## config.mk

```make
export PLATFORM = sky130hd
export DESIGN_NAME = wthc_front
export DESIGN_NICKNAME = d
export VERILOG_FILES = /design/src/rtl/wthc_pkg.sv /design/src/rtl/wthc_front.sv
export SDC_FILE = /design/constraint.sdc
export NUM_CORES = 1
export LEC_CHECK = 0
export BUFFER_PORTS_ARGS = -buffer_cell sky130_fd_sc_hd__buf_4
export CAP_MARGIN = 20
export CORE_MARGIN = 2
export CORE_UTILIZATION = 45
export CTS_BUF_LIST = sky130_fd_sc_hd__clkbuf_8
export DETAILED_ROUTE_END_ITERATION = 7
export SKIP_LAST_GASP = 1
export SYNTH_ARGS = -nofsm -noshare
export SYNTH_HDL_FRONTEND = slang
export SYNTH_SLANG_ARGS = --single-unit
export TNS_END_PERCENT = 50
```

## constraint.sdc

```tcl
create_clock -name clock -period 66.7 [get_ports clock]
set_clock_uncertainty 0.05 [all_clocks]
set_input_delay 10.005 -clock clock [delete_from_list [all_inputs] [get_ports clock]]
set_output_delay 10.005 -clock clock [all_outputs]
set_load 0.02 [all_outputs]
```

## src/rtl/wthc_pkg.sv

```systemverilog
// Package: shared types and constants for the word counter
`default_nettype none
package wthc_pkg;
   localparam int BYTE_W = 8;
   localparam int LEN_W = 5;
   localparam int CNT_W = 32;
   localparam int HASH_W = 32;
   localparam int SLOT_W = 12;
   // longest word whose bytes are kept and counted
   localparam int MAX_WORD = 22;
   localparam logic [HASH_W-1:0] FNV_BASIS = 32'h811C9DC5;
   localparam logic [HASH_W-1:0] FNV_PRIME = 32'h01000193;

   typedef enum logic [1:0] {
      ST_COUNTED  = 2'd0,
      ST_TOO_LONG = 2'd1,
      ST_FULL     = 2'd2
   } status_type;

   typedef struct packed {
      logic [BYTE_W-1:0] text_byte;
      logic              end_of_input;
   } req_type;

   typedef struct packed {
      logic [SLOT_W-1:0] slot;
      logic [CNT_W-1:0]  word_count;
      logic [LEN_W-1:0]  word_length;
      logic [HASH_W-1:0] word_hash;
      logic              is_new;
      logic [1:0]        status;
   } rsp_type;

   function automatic logic is_sep(input logic [BYTE_W-1:0] b);
      return b == 8'd9 || b == 8'd10 || b == 8'd32;
   endfunction
endpackage
`default_nettype wire

```

## src/rtl/wthc_front.sv

```systemverilog
// Front end: tokenizes bytes, hashes words, emits closed words into a queue
`default_nettype none
module wthc_front import wthc_pkg::*; (
   input  wire logic                       clock,
   input  wire logic                       reset,
   input  wire logic                       in_valid,
   output logic                            in_ready,
   input  wire req_type                    in_data,
   output logic                            wq_valid,
   input  wire logic                       wq_ready,
   output logic [MAX_WORD*BYTE_W-1:0]      wq_bytes,
   output logic [LEN_W-1:0]                wq_len,
   output logic [HASH_W-1:0]               wq_hash
);
   localparam logic [LEN_W-1:0] LEN_CAP = LEN_W'(MAX_WORD + 1);
   localparam int QD = 2;

   logic                          in_word_ff;
   logic [LEN_W-1:0]              len_ff;
   logic [HASH_W-1:0]             hash_ff;
   logic [MAX_WORD*BYTE_W-1:0]    bytes_ff;

   // two-entry queue of closed words
   logic [MAX_WORD*BYTE_W-1:0]    qb_ff [QD];
   logic [LEN_W-1:0]              ql_ff [QD];
   logic [HASH_W-1:0]             qh_ff [QD];
   logic                          qwp_ff, qrp_ff;
   logic [1:0]                    qn_ff;

   logic                          sep, take, push, pop, opened;
   logic [HASH_W-1:0]             hash_base, hash_new;
   logic [LEN_W-1:0]              len_base, len_new;
   logic [MAX_WORD*BYTE_W-1:0]    bytes_new;

   assign in_ready = (qn_ff < 2'(QD));
   assign take     = in_valid && in_ready;
   assign sep      = is_sep(in_data.text_byte);
   assign hash_base = in_word_ff ? hash_ff : FNV_BASIS;
   assign len_base  = in_word_ff ? len_ff : '0;
   assign hash_new  = (hash_base ^ {24'd0, in_data.text_byte}) * FNV_PRIME;
   assign len_new   = (len_base <= LEN_W'(MAX_WORD)) ? len_base + 1'b1 : len_base;
   always_comb begin
      bytes_new = bytes_ff;
      for (int i = 0; i < MAX_WORD; i++) begin
         if (len_base == LEN_W'(i)) bytes_new[i*BYTE_W +: BYTE_W] = in_data.text_byte;
      end
   end
   assign opened = in_word_ff || !sep;
   assign push   = take && ((sep && in_word_ff) || (in_data.end_of_input && opened));
   assign pop    = wq_valid && wq_ready;

   assign wq_valid = (qn_ff != 2'd0);
   assign wq_bytes = qb_ff[qrp_ff];
   assign wq_len   = ql_ff[qrp_ff];
   assign wq_hash  = qh_ff[qrp_ff];

   always_ff @(posedge clock) begin
      if (reset) begin
         in_word_ff <= 1'b0;
         len_ff     <= '0;
         hash_ff    <= FNV_BASIS;
         qwp_ff     <= 1'b0;
         qrp_ff     <= 1'b0;
         qn_ff      <= '0;
      end else begin
         if (take) begin
            if (!sep) begin
               hash_ff  <= hash_new;
               len_ff   <= len_new;
               bytes_ff <= bytes_new;
            end
            in_word_ff <= !sep && !in_data.end_of_input;
         end
         if (push) begin
            qb_ff[qwp_ff] <= sep ? bytes_ff : bytes_new;
            ql_ff[qwp_ff] <= sep ? len_ff : len_new;
            qh_ff[qwp_ff] <= sep ? hash_ff : hash_new;
            qwp_ff        <= ~qwp_ff;
         end
         if (pop) qrp_ff <= ~qrp_ff;
         qn_ff <= qn_ff + {1'b0, push} - {1'b0, pop};
      end
   end

   assert property (@(posedge clock) disable iff (reset) qn_ff <= 2'(QD))
      else $error("word queue overflow");
   assert property (@(posedge clock) disable iff (reset) push |-> in_ready)
      else $error("push without room");
   assert property (@(posedge clock) disable iff (reset)
      in_word_ff |-> (len_ff != '0 && len_ff <= LEN_CAP))
      else $error("open word length out of range");
endmodule
`default_nettype wire

```

==> impl_results.html, run 1 <==
<table>
<tr><th>Metric</th><th>Value</th></tr>
<tr><th colspan="2">Hold path</th></tr>
<tr><td>HP Start</td><td>hash_ff[0]</td></tr>
<tr><td>Hold/Removal Path Class</td><td>reg2reg</td></tr>
<tr><td>Hold EP</td><td>hash_ff[0]</td></tr>
<tr><td>Min-Delay Path Depth</td><td>2</td></tr>
<tr><th colspan="2">Finish</th></tr>
<tr><td>Filler cells</td><td>5750</td></tr>
<tr><td>Fraction of final layout cells with drive strength greater than 1</td><td>32.03%</td></tr>
<tr><td>Non-filler instance count after layout</td><td>3293</td></tr>
<tr><td>Nets</td><td>2600</td></tr>
<tr><td>Area overhead of the layout relative to synthesis</td><td>14.76%</td></tr>
<tr><th colspan="2">Critical path</th></tr>
<tr><td>Critical path type</td><td>in2reg</td></tr>
<tr><td>Arrival time at the worst endpoint</td><td>15.86 ns</td></tr>
<tr><td>Crit start category</td><td>primary input</td></tr>
<tr><td>Reg-to-reg slack, setup</td><td>60.09 ns</td></tr>
<tr><td>Crit Reg-Reg Endpoint</td><td>qh_ff[0][29]</td></tr>
<tr><td>Type of element capturing the critical path</td><td>register</td></tr>
<tr><td>Maximum net fanout on the critical path</td><td>16</td></tr>
<tr><td>Origin of the critical flop-to-flop path</td><td>in_word_ff</td></tr>
<tr><td>Path depth of the worst reg2reg path</td><td>21</td></tr>
<tr><td>Required @ worst endpoint</td><td>67.06 ns</td></tr>
<tr><th colspan="2">Floorplan</th></tr>
<tr><td>Floorplan die height</td><td>266.4 µm</td></tr>
<tr><td>Starting Density</td><td>45.34%</td></tr>
<tr><td>DIE AREA</td><td>0.07098 mm²</td></tr>
<tr><td>Num rows</td><td>96</td></tr>
<tr><td>I/O Pins</td><td>228</td></tr>
<tr><td>Core Box Area</td><td>0.06835 mm²</td></tr>
<tr><td>Die W</td><td>266.4 µm</td></tr>
<tr><th colspan="2">Timing</th></tr>
<tr><td>Actual slew at the worst max-slew pin</td><td>1.014 ns</td></tr>
<tr><td>Max Clock Freq</td><td>64.49 MHz</td></tr>
<tr><td>Final slew viol count</td><td>0</td></tr>
<tr><td>Headroom to the max-slew limit</td><td>32.38%</td></tr>
<tr><td>Summed negative setup slack over all endpoints</td><td>0 ns</td></tr>
<tr><td>Crit path time final</td><td>15.51 ns</td></tr>
<tr><td>Post-route clock period utilization</td><td>23.25%</td></tr>
<tr><td>Unrepaired setup endpoints after global routing</td><td>false</td></tr>
<tr><td>Hold Fails Final Rpt</td><td>0</td></tr>
<tr><td>Endpoints failing setup</td><td>0</td></tr>
<tr><th colspan="2">Placement</th></tr>
<tr><td>Placer Congestion</td><td>0.8546</td></tr>
<tr><td>Post-placement cell count</td><td>3098</td></tr>
<tr><td>Port Buf Inserts</td><td>227</td></tr>
<tr><td>Total half-perimeter wirelength after legalization and detailed placement</td><td>45730 µm</td></tr>
<tr><th colspan="2">Synthesis</th></tr>
<tr><td>Top cells by area, synth</td><td>sky130_fd_sc_hd__edfxtp_1 (58%), sky130_fd_sc_hd__mux2_2 (14%), sky130_fd_sc_hd__ha_1 (7.7%), sky130_fd_sc_hd__fa_1 (4.8%), sky130_fd_sc_hd__dfxtp_1 (2.8%)</td></tr>
<tr><td>Number of nets in the synthesized netlist</td><td>2335</td></tr>
<tr><td>#FFs+latches synth</td><td>645</td></tr>
<tr><td>Post-synth top area cell</td><td>sky130_fd_sc_hd__edfxtp_1</td></tr>
<tr><td>Number of synthesized flops with an enable pin</td><td>602</td></tr>
<tr><td>Cell Area, Synth</td><td>0.03099 mm²</td></tr>
<tr><td>Mean Syn Cell Area</td><td>15.07 µm²</td></tr>
<tr><td>Top_reg_cell synth</td><td>sky130_fd_sc_hd__edfxtp_1</td></tr>
<tr><td>Fraction of registers with async set/reset</td><td>0%</td></tr>
<tr><td>Syn. warnings</td><td>0</td></tr>
<tr><td>Area share of the largest cell type after synthesis</td><td>58.33%</td></tr>
<tr><td>Post-Syn Instances</td><td>2057</td></tr>
<tr><td>Top-count cell post-synth</td><td>sky130_fd_sc_hd__edfxtp_1</td></tr>
<tr><td>Proportion of synthesized chip area in sequential cells</td><td>61.11%</td></tr>
<tr><td>Most numerous cell types in the synthesized netlist</td><td>sky130_fd_sc_hd__edfxtp_1 (602), sky130_fd_sc_hd__mux2_2 (372), sky130_fd_sc_hd__ha_1 (191)</td></tr>
<tr><td>Unique masters post-synth</td><td>59</td></tr>
<tr><th colspan="2">Job</th></tr>
<tr><td>Number of max-cap violations</td><td>0</td></tr>
<tr><th colspan="2">Power</th></tr>
<tr><td>LEAKAGE</td><td>13.81 nW</td></tr>
<tr><td>Power density over the cells</td><td>46.68 mW/mm²</td></tr>
<tr><td>Maximum resistive drop on vdd</td><td>40.35 µV</td></tr>
<tr><td>Final Power</td><td>1.660 mW</td></tr>
<tr><th colspan="2">Drt</th></tr>
<tr><td>Residual DRC count</td><td>0</td></tr>
<tr><td>Final wirelength</td><td>69780 µm</td></tr>
<tr><td>Number of antenna-violating nets in the routed design</td><td>0</td></tr>
<tr><td>Number of vias per cell</td><td>5.259</td></tr>
<tr><td>Pre-Repair DR Iteration Count</td><td>5</td></tr>
<tr><td>Wire length per cell after detailed routing</td><td>21.19 µm</td></tr>
<tr><td>Total via count in the routed design</td><td>17320</td></tr>
<tr><td>Detailed router's first-iteration violation count</td><td>1171</td></tr>
<tr><th colspan="2">CTS</th></tr>
<tr><td>Setup fix buffers added after clock tree synthesis</td><td>0</td></tr>
<tr><td>Clock tree from TritonCTS</td><td>built</td></tr>
<tr><td>Total of cells resized after clock tree synthesis</td><td>0</td></tr>
<tr><td>Number of buffers inserted for hold repair after clock tree synthesis</td><td>0</td></tr>
<tr><td>Number of buffers inserted during clock tree synthesis</td><td>104</td></tr>
<tr><td>Clk root buf</td><td>sky130_fd_sc_hd__clkbuf_8</td></tr>
<tr><td>H-tree lvl count</td><td>3</td></tr>
<tr><td>Number of clock sinks seen by CTS</td><td>645</td></tr>
<tr><td>Clk buf depth</td><td>3</td></tr>
<tr><td>CTS clk-pin slew, worst paths</td><td>0.06 ns</td></tr>
<tr><td>Worst-Skew Late Latency</td><td>0.70 ns</td></tr>
<tr><th colspan="2">Global routing</th></tr>
<tr><td>Largest net degree at the start of global routing</td><td>127</td></tr>
<tr><td>Wire length of the first global-routing pass</td><td>105700 µm</td></tr>
<tr><td>Number of global-route vias before repair</td><td>17880</td></tr>
<tr><td>Total global routing overflow</td><td>0</td></tr>
<tr><td>Total global routing track utilization</td><td>19.71%</td></tr>
<tr><td>Number of antenna violations at the first check in global routing</td><td>1</td></tr>
<tr><th colspan="2">Outcome</th></tr>
<tr><td>Result of the run</td><td>completed</td></tr>
</table>
power by group:
group | switching, mW | leakage [nW] | total [mW] | internal (mW)
combinational | 0.472 | 6.81 | 0.798 | 0.326
clock | 0.153 | 1.14 | 0.310 | 0.157
sequential | 0.0151 | 5.86 | 0.552 | 0.537
state kept, by name, summed over array words and instances (netlist names), named ones only:
signal      flops
in_word_ff      1
qn_ff           2
bytes_ff      176
qwp_ff          1
hash_ff        32
len_ff          5
qrp_ff          1
qb_ff         352
qh_ff          64
ql_ff          10
layout by cell type (no fill, tap or decap), drive strengths merged, types with 4 or more instances in the layout:
cell    count
nand4       6
xnor2      36
nand2b     11
and3        6
xor2       14
or3         5
fa         74
mux2i       7
o31ai       6
buf       248
clkinv     39
a31oi       9
o21ai      39
edfxtp    602
nand2     122
o21bai      5
or2         6
nor3b       4
a221o       4
nor2b       9
inv       216
dfxtp      43
nor3       19
a21oi      28
nor2       54
nand3      20
a21o       18
o211ai      8
ha        191
o21a        5
and4        6
clkbuf    110
and2       29
mux2      373
a211oi      9
worst max-delay path, cell delays in order:
cell                      delay (ns)
sky130_fd_sc_hd__buf_4          0.16
sky130_fd_sc_hd__inv_1          0.31
sky130_fd_sc_hd__xnor2_1        0.47
sky130_fd_sc_hd__inv_1          0.18
sky130_fd_sc_hd__ha_1           0.33
sky130_fd_sc_hd__ha_1           0.30
sky130_fd_sc_hd__fa_1           0.44
sky130_fd_sc_hd__ha_1           0.23
sky130_fd_sc_hd__fa_1           0.49
sky130_fd_sc_hd__ha_1           0.13
sky130_fd_sc_hd__inv_1          0.05
sky130_fd_sc_hd__fa_1           0.49
sky130_fd_sc_hd__inv_1          0.04
sky130_fd_sc_hd__ha_1           0.36
sky130_fd_sc_hd__a21o_1         0.22
sky130_fd_sc_hd__a21o_1         0.17
sky130_fd_sc_hd__a21oi_1        0.21
sky130_fd_sc_hd__a31oi_2        0.19
sky130_fd_sc_hd__a221o_2        0.44
sky130_fd_sc_hd__a31oi_1        0.33
sky130_fd_sc_hd__xor2_1         0.18
sky130_fd_sc_hd__o21ai_0        0.11
how the worst max path moves through the flow:
| stage | end | startpoint | slack, ns | cells after the start |
|---|---|---|---|---|
| floorplan | qb_ff[1][0] | in_data[5] | 38.98 | 7 |
| global placement | qh_ff[0][28] | in_data[6] | 50.57 | 22 |
| detailed placement | qh_ff[0][28] | in_data[6] | 50.51 | 22 |
| CTS | qh_ff[0][28] | in_data[6] | 51.24 | 22 |
| global route | qh_ff[0][26] | in_data[6] | 50.85 | 22 |
| finish | qh_ff[0][26] | in_data[6] | 51.19 | 22 |
logic make-up (layout without fill, tap and decap cells):
family | Yosys count | count (layout) | synth area share, %
flip-flops | 645 | 645 | 61.11
multiplexers | 380 | 380 | 13.78
AND/OR/NAND/NOR | 308 | 308 | 4.849
adder cells (fa/ha/maj) | 265 | 265 | 12.49
buffers and inverters | 262 | 615 | 3.206
AO/OA/AOI/OAI | 147 | 147 | 3.149
XOR/XNOR | 50 | 50 | 1.413
other | 0 | 1 | 0
per-stage QoR:
| stage | area [µm²] | utilization, % | setup slack (ns) | hold slack [ns] |
|---|---|---|---|---|
| after global placement | 33650 | 49.24 | 50.57 | 0.4226 |
| final | 35560 | 52.03 | 51.19 | 0.4351 |
| after global routing | 35560 | 52.03 | 50.85 | 0.4524 |
| after floorplan | 30990 | - | 38.98 | 0.3953 |
| after detailed placement | 33650 | 49.24 | 50.51 | 0.4288 |
| after CTS | 35560 | 52.03 | 51.24 | 0.4373 |
layer usage:
layer	track usage [%]	vias to the layer above	wire, µm
li1	-	8064	-
met1	25.41	8800	29830
met2	33.65	356	35130
met3	3.266	99	2974
met4	6.969	0	1844
met5	0	-	0
area by class of cell:
cell class	instances	area, µm²	area share, %
flip-flops and latches	645	18940	53.26
multi-input cells	1150	11090	31.17
repair buffers	248	1874	5.270
clock buffers	110	1514	4.257
well taps	882	1104	3.103
inverters	173	649.4	1.826
clock inverters	84	391.6	1.101
diodes	1	2.502	0.007037
Power figures use the tool's default switching activity.
==> run 2: changes to the inputs <==
==> constraint.sdc (replaced) <==
create_clock -name clock -period 15.9 [get_ports clock]
set_clock_uncertainty 0.05 [all_clocks]
set_input_delay 2.385 -clock clock [delete_from_list [all_inputs] [get_ports clock]]
set_output_delay 2.385 -clock clock [all_outputs]
set_load 0.02 [all_outputs]
==> impl_results.html, run 2 (same netlist as run 1, synthesis figures left out) <==
<table>
<tr><th>Metric</th><th>Value</th></tr>
<tr><th colspan="2">Floorplan</th></tr>
<tr><td>Floorplan die height</td><td>266.4 µm</td></tr>
<tr><td>Core Box Area</td><td>0.06835 mm²</td></tr>
<tr><td>Starting Density</td><td>45.34%</td></tr>
<tr><td>I/O Pins</td><td>228</td></tr>
<tr><td>Die W</td><td>266.4 µm</td></tr>
<tr><td>DIE AREA</td><td>0.07098 mm²</td></tr>
<tr><td>Num rows</td><td>96</td></tr>
<tr><th colspan="2">Finish</th></tr>
<tr><td>Area overhead of the layout relative to synthesis</td><td>14.95%</td></tr>
<tr><td>Fraction of final layout cells with drive strength greater than 1</td><td>31.67%</td></tr>
<tr><td>Leading cell type in the layout, fill and taps excluded</td><td>sky130_fd_sc_hd__edfxtp_1</td></tr>
<tr><td>Most frequent cells in the layout</td><td>sky130_fd_sc_hd__edfxtp_1 (602), sky130_fd_sc_hd__mux2_2 (372), sky130_fd_sc_hd__buf_4 (240), sky130_fd_sc_hd__inv_1 (212), sky130_fd_sc_hd__ha_1 (191)</td></tr>
<tr><td>Footprint of the multi-input gates</td><td>0.01109 mm²</td></tr>
<tr><td>Flip-flop count of the largest register after layout</td><td>352</td></tr>
<tr><td>Top flop regs</td><td>qb_ff (352), bytes_ff (176), qh_ff (64)</td></tr>
<tr><td>End-of-flow core utilization</td><td>52.12%</td></tr>
<tr><td>Post-route cell area</td><td>0.03562 mm²</td></tr>
<tr><td>Nets</td><td>2595</td></tr>
<tr><td>Filler cells</td><td>5771</td></tr>
<tr><td>Sequential cell area</td><td>0.01894 mm²</td></tr>
<tr><td>Register with the highest flop count</td><td>qb_ff</td></tr>
<tr><th colspan="2">Critical path</th></tr>
<tr><td>Required @ worst endpoint</td><td>16.28 ns</td></tr>
<tr><td>Maximum net fanout on the critical path</td><td>16</td></tr>
<tr><td>Arrival time at the worst endpoint</td><td>8.26 ns</td></tr>
<tr><td>Critical path type</td><td>in2reg</td></tr>
<tr><td>Crit start category</td><td>primary input</td></tr>
<tr><td>Type of element capturing the critical path</td><td>register</td></tr>
<tr><th colspan="2">Timing</th></tr>
<tr><td>Unrepaired setup endpoints after global routing</td><td>false</td></tr>
<tr><td>Max Clock Freq</td><td>126.9 MHz</td></tr>
<tr><td>Headroom to the max-slew limit</td><td>26.06%</td></tr>
<tr><td>Hold Fails Final Rpt</td><td>0</td></tr>
<tr><td>Crit path time final</td><td>7.882 ns</td></tr>
<tr><td>Actual slew at the worst max-slew pin</td><td>1.109 ns</td></tr>
<tr><td>Endpoints failing setup</td><td>0</td></tr>
<tr><td>Final slew viol count</td><td>0</td></tr>
<tr><td>Post-route clock period utilization</td><td>49.57%</td></tr>
<tr><th colspan="2">Placement</th></tr>
<tr><td>Total cell area at the placement stage</td><td>0.03365 mm²</td></tr>
<tr><td>Port Buf Inserts</td><td>227</td></tr>
<tr><td>Placer Congestion</td><td>0.8616</td></tr>
<tr><td>Total half-perimeter wirelength after legalization and detailed placement</td><td>44800 µm</td></tr>
<tr><th colspan="2">CTS</th></tr>
<tr><td>Setup fix buffers added after clock tree synthesis</td><td>0</td></tr>
<tr><td>CTS clk-pin slew, worst paths</td><td>0.06 ns</td></tr>
<tr><td>Clk buf depth</td><td>3</td></tr>
<tr><td>Number of buffers inserted during clock tree synthesis</td><td>103</td></tr>
<tr><td>Number of buffers inserted for hold repair after clock tree synthesis</td><td>0</td></tr>
<tr><td>H-tree lvl count</td><td>3</td></tr>
<tr><td>Number of clock sinks seen by CTS</td><td>645</td></tr>
<tr><td>Clk root buf</td><td>sky130_fd_sc_hd__clkbuf_8</td></tr>
<tr><td>Worst-Skew Late Latency</td><td>0.70 ns</td></tr>
<tr><td>Clock tree from TritonCTS</td><td>built</td></tr>
<tr><td>Total of cells resized after clock tree synthesis</td><td>0</td></tr>
<tr><th colspan="2">Outcome</th></tr>
<tr><td>Result of the run</td><td>completed</td></tr>
<tr><th colspan="2">Global routing</th></tr>
<tr><td>Total global routing overflow</td><td>0</td></tr>
<tr><td>Number of antenna violations at the first check in global routing</td><td>1</td></tr>
<tr><td>Wire length of the first global-routing pass</td><td>105200 µm</td></tr>
<tr><td>Total global routing track utilization</td><td>19.59%</td></tr>
<tr><td>Largest net degree at the start of global routing</td><td>177</td></tr>
<tr><td>Number of global-route vias before repair</td><td>17590</td></tr>
<tr><th colspan="2">Power</th></tr>
<tr><td>LEAKAGE</td><td>13.81 nW</td></tr>
<tr><td>Power density over the cells</td><td>196.5 mW/mm²</td></tr>
<tr><td>Maximum resistive drop on vdd</td><td>160.6 µV</td></tr>
<tr><th colspan="2">Drt</th></tr>
<tr><td>Final wirelength</td><td>69560 µm</td></tr>
<tr><td>Wire length per cell after detailed routing</td><td>21.19 µm</td></tr>
<tr><td>Number of vias per cell</td><td>5.257</td></tr>
<tr><td>Pre-Repair DR Iteration Count</td><td>5</td></tr>
<tr><td>Detailed router's first-iteration violation count</td><td>1120</td></tr>
<tr><td>Number of antenna-violating nets in the routed design</td><td>0</td></tr>
<tr><td>Total via count in the routed design</td><td>17260</td></tr>
<tr><td>Residual DRC count</td><td>0</td></tr>
<tr><th colspan="2">Hold path</th></tr>
<tr><td>Hold/Removal Path Class</td><td>reg2reg</td></tr>
<tr><th colspan="2">Job</th></tr>
<tr><td>Number of max-cap violations</td><td>0</td></tr>
</table>
## run 2: cell count changes in the layout (fill, tap and decap cells not counted), sizes merged
cell | previous run | this run
clkinv | 39 | 32
buf | 248 | 244
bufinv | 1 | 2
clkbuf | 110 | 111
clkinvlp | 1 | 0
## run 2: worst max-delay path: stages
cell	delay, ns
sky130_fd_sc_hd__buf_4	0.15
sky130_fd_sc_hd__inv_1	0.53
sky130_fd_sc_hd__xnor2_1	0.28
sky130_fd_sc_hd__inv_1	0.16
sky130_fd_sc_hd__ha_1	0.32
sky130_fd_sc_hd__ha_1	0.21
sky130_fd_sc_hd__fa_1	0.47
sky130_fd_sc_hd__ha_1	0.23
sky130_fd_sc_hd__fa_1	0.44
sky130_fd_sc_hd__ha_1	0.28
sky130_fd_sc_hd__inv_1	0.04
sky130_fd_sc_hd__fa_1	0.47
sky130_fd_sc_hd__inv_1	0.04
sky130_fd_sc_hd__ha_1	0.36
sky130_fd_sc_hd__a21o_1	0.23
sky130_fd_sc_hd__a21o_1	0.18
sky130_fd_sc_hd__a21oi_1	0.20
sky130_fd_sc_hd__a31oi_2	0.19
sky130_fd_sc_hd__a221o_2	0.44
sky130_fd_sc_hd__a221o_1	0.39
sky130_fd_sc_hd__mux2i_1	0.16
sky130_fd_sc_hd__o21ai_1	0.08
## run 2: final cells by class
cell class,count,area share (%)
flip-flops and latches,645,53.17
multi-input cells,1150,31.14
repair buffers,244,5.303
clock buffers,111,4.288
well taps,882,3.098
inverters,173,1.823
clock inverters,77,1.173
diodes,1,0.007024
## run 2: per-stage QoR
step | setup WS (ns) | cells | power [mW] | hold WS (ns) | setup TNS, ns
finish | 8.018 | 3283 | 7.000 | 0.4211 | 0
global placement | 7.318 | 3093 | 5.658 | 0.4109 | 0
CTS | 8.002 | 3281 | 7.083 | 0.4242 | 0
detailed placement | 7.244 | 3093 | 5.719 | 0.4162 | 0
global route | 7.688 | 3283 | 7.498 | 0.4600 | 0
floorplan | -3.094 | 2057 | 4.777 | 0.3953 | -658.94
## run 2: final timing paths
| check | cells after the start | to | start | slack [ns] |
|---|---|---|---|---|
| worst max-delay path | 22 | qh_ff[1][28] | in_data[6] | 8.02 |
| worst max register to register | 21 | qh_ff[0][29] | in_word_ff | 9.30 |
| worst min-delay path | 2 | hash_ff[13] | hash_ff[13] | 0.42 |
| worst min register to register | 2 | hash_ff[13] | hash_ff[13] | 0.42 |
## run 2: report_power, final
part / total [mW] / switching [mW] / internal (mW)
Sequential: 2.32 / 0.0639 / 2.25
Clock: 1.34 / 0.656 / 0.681
Combinational: 3.35 / 1.98 / 1.37
## run 2: per-layer routing
layer | vias up | part of all wire, % | track usage (%)
met4 | 0 | 2.5 | 5.891
met5 | - | 0 | 0
met3 | 107 | 3.9 | 2.952
li1 | 8053 | - | -
met2 | 366 | 50 | 33.47
met1 | 8733 | 44 | 25.88
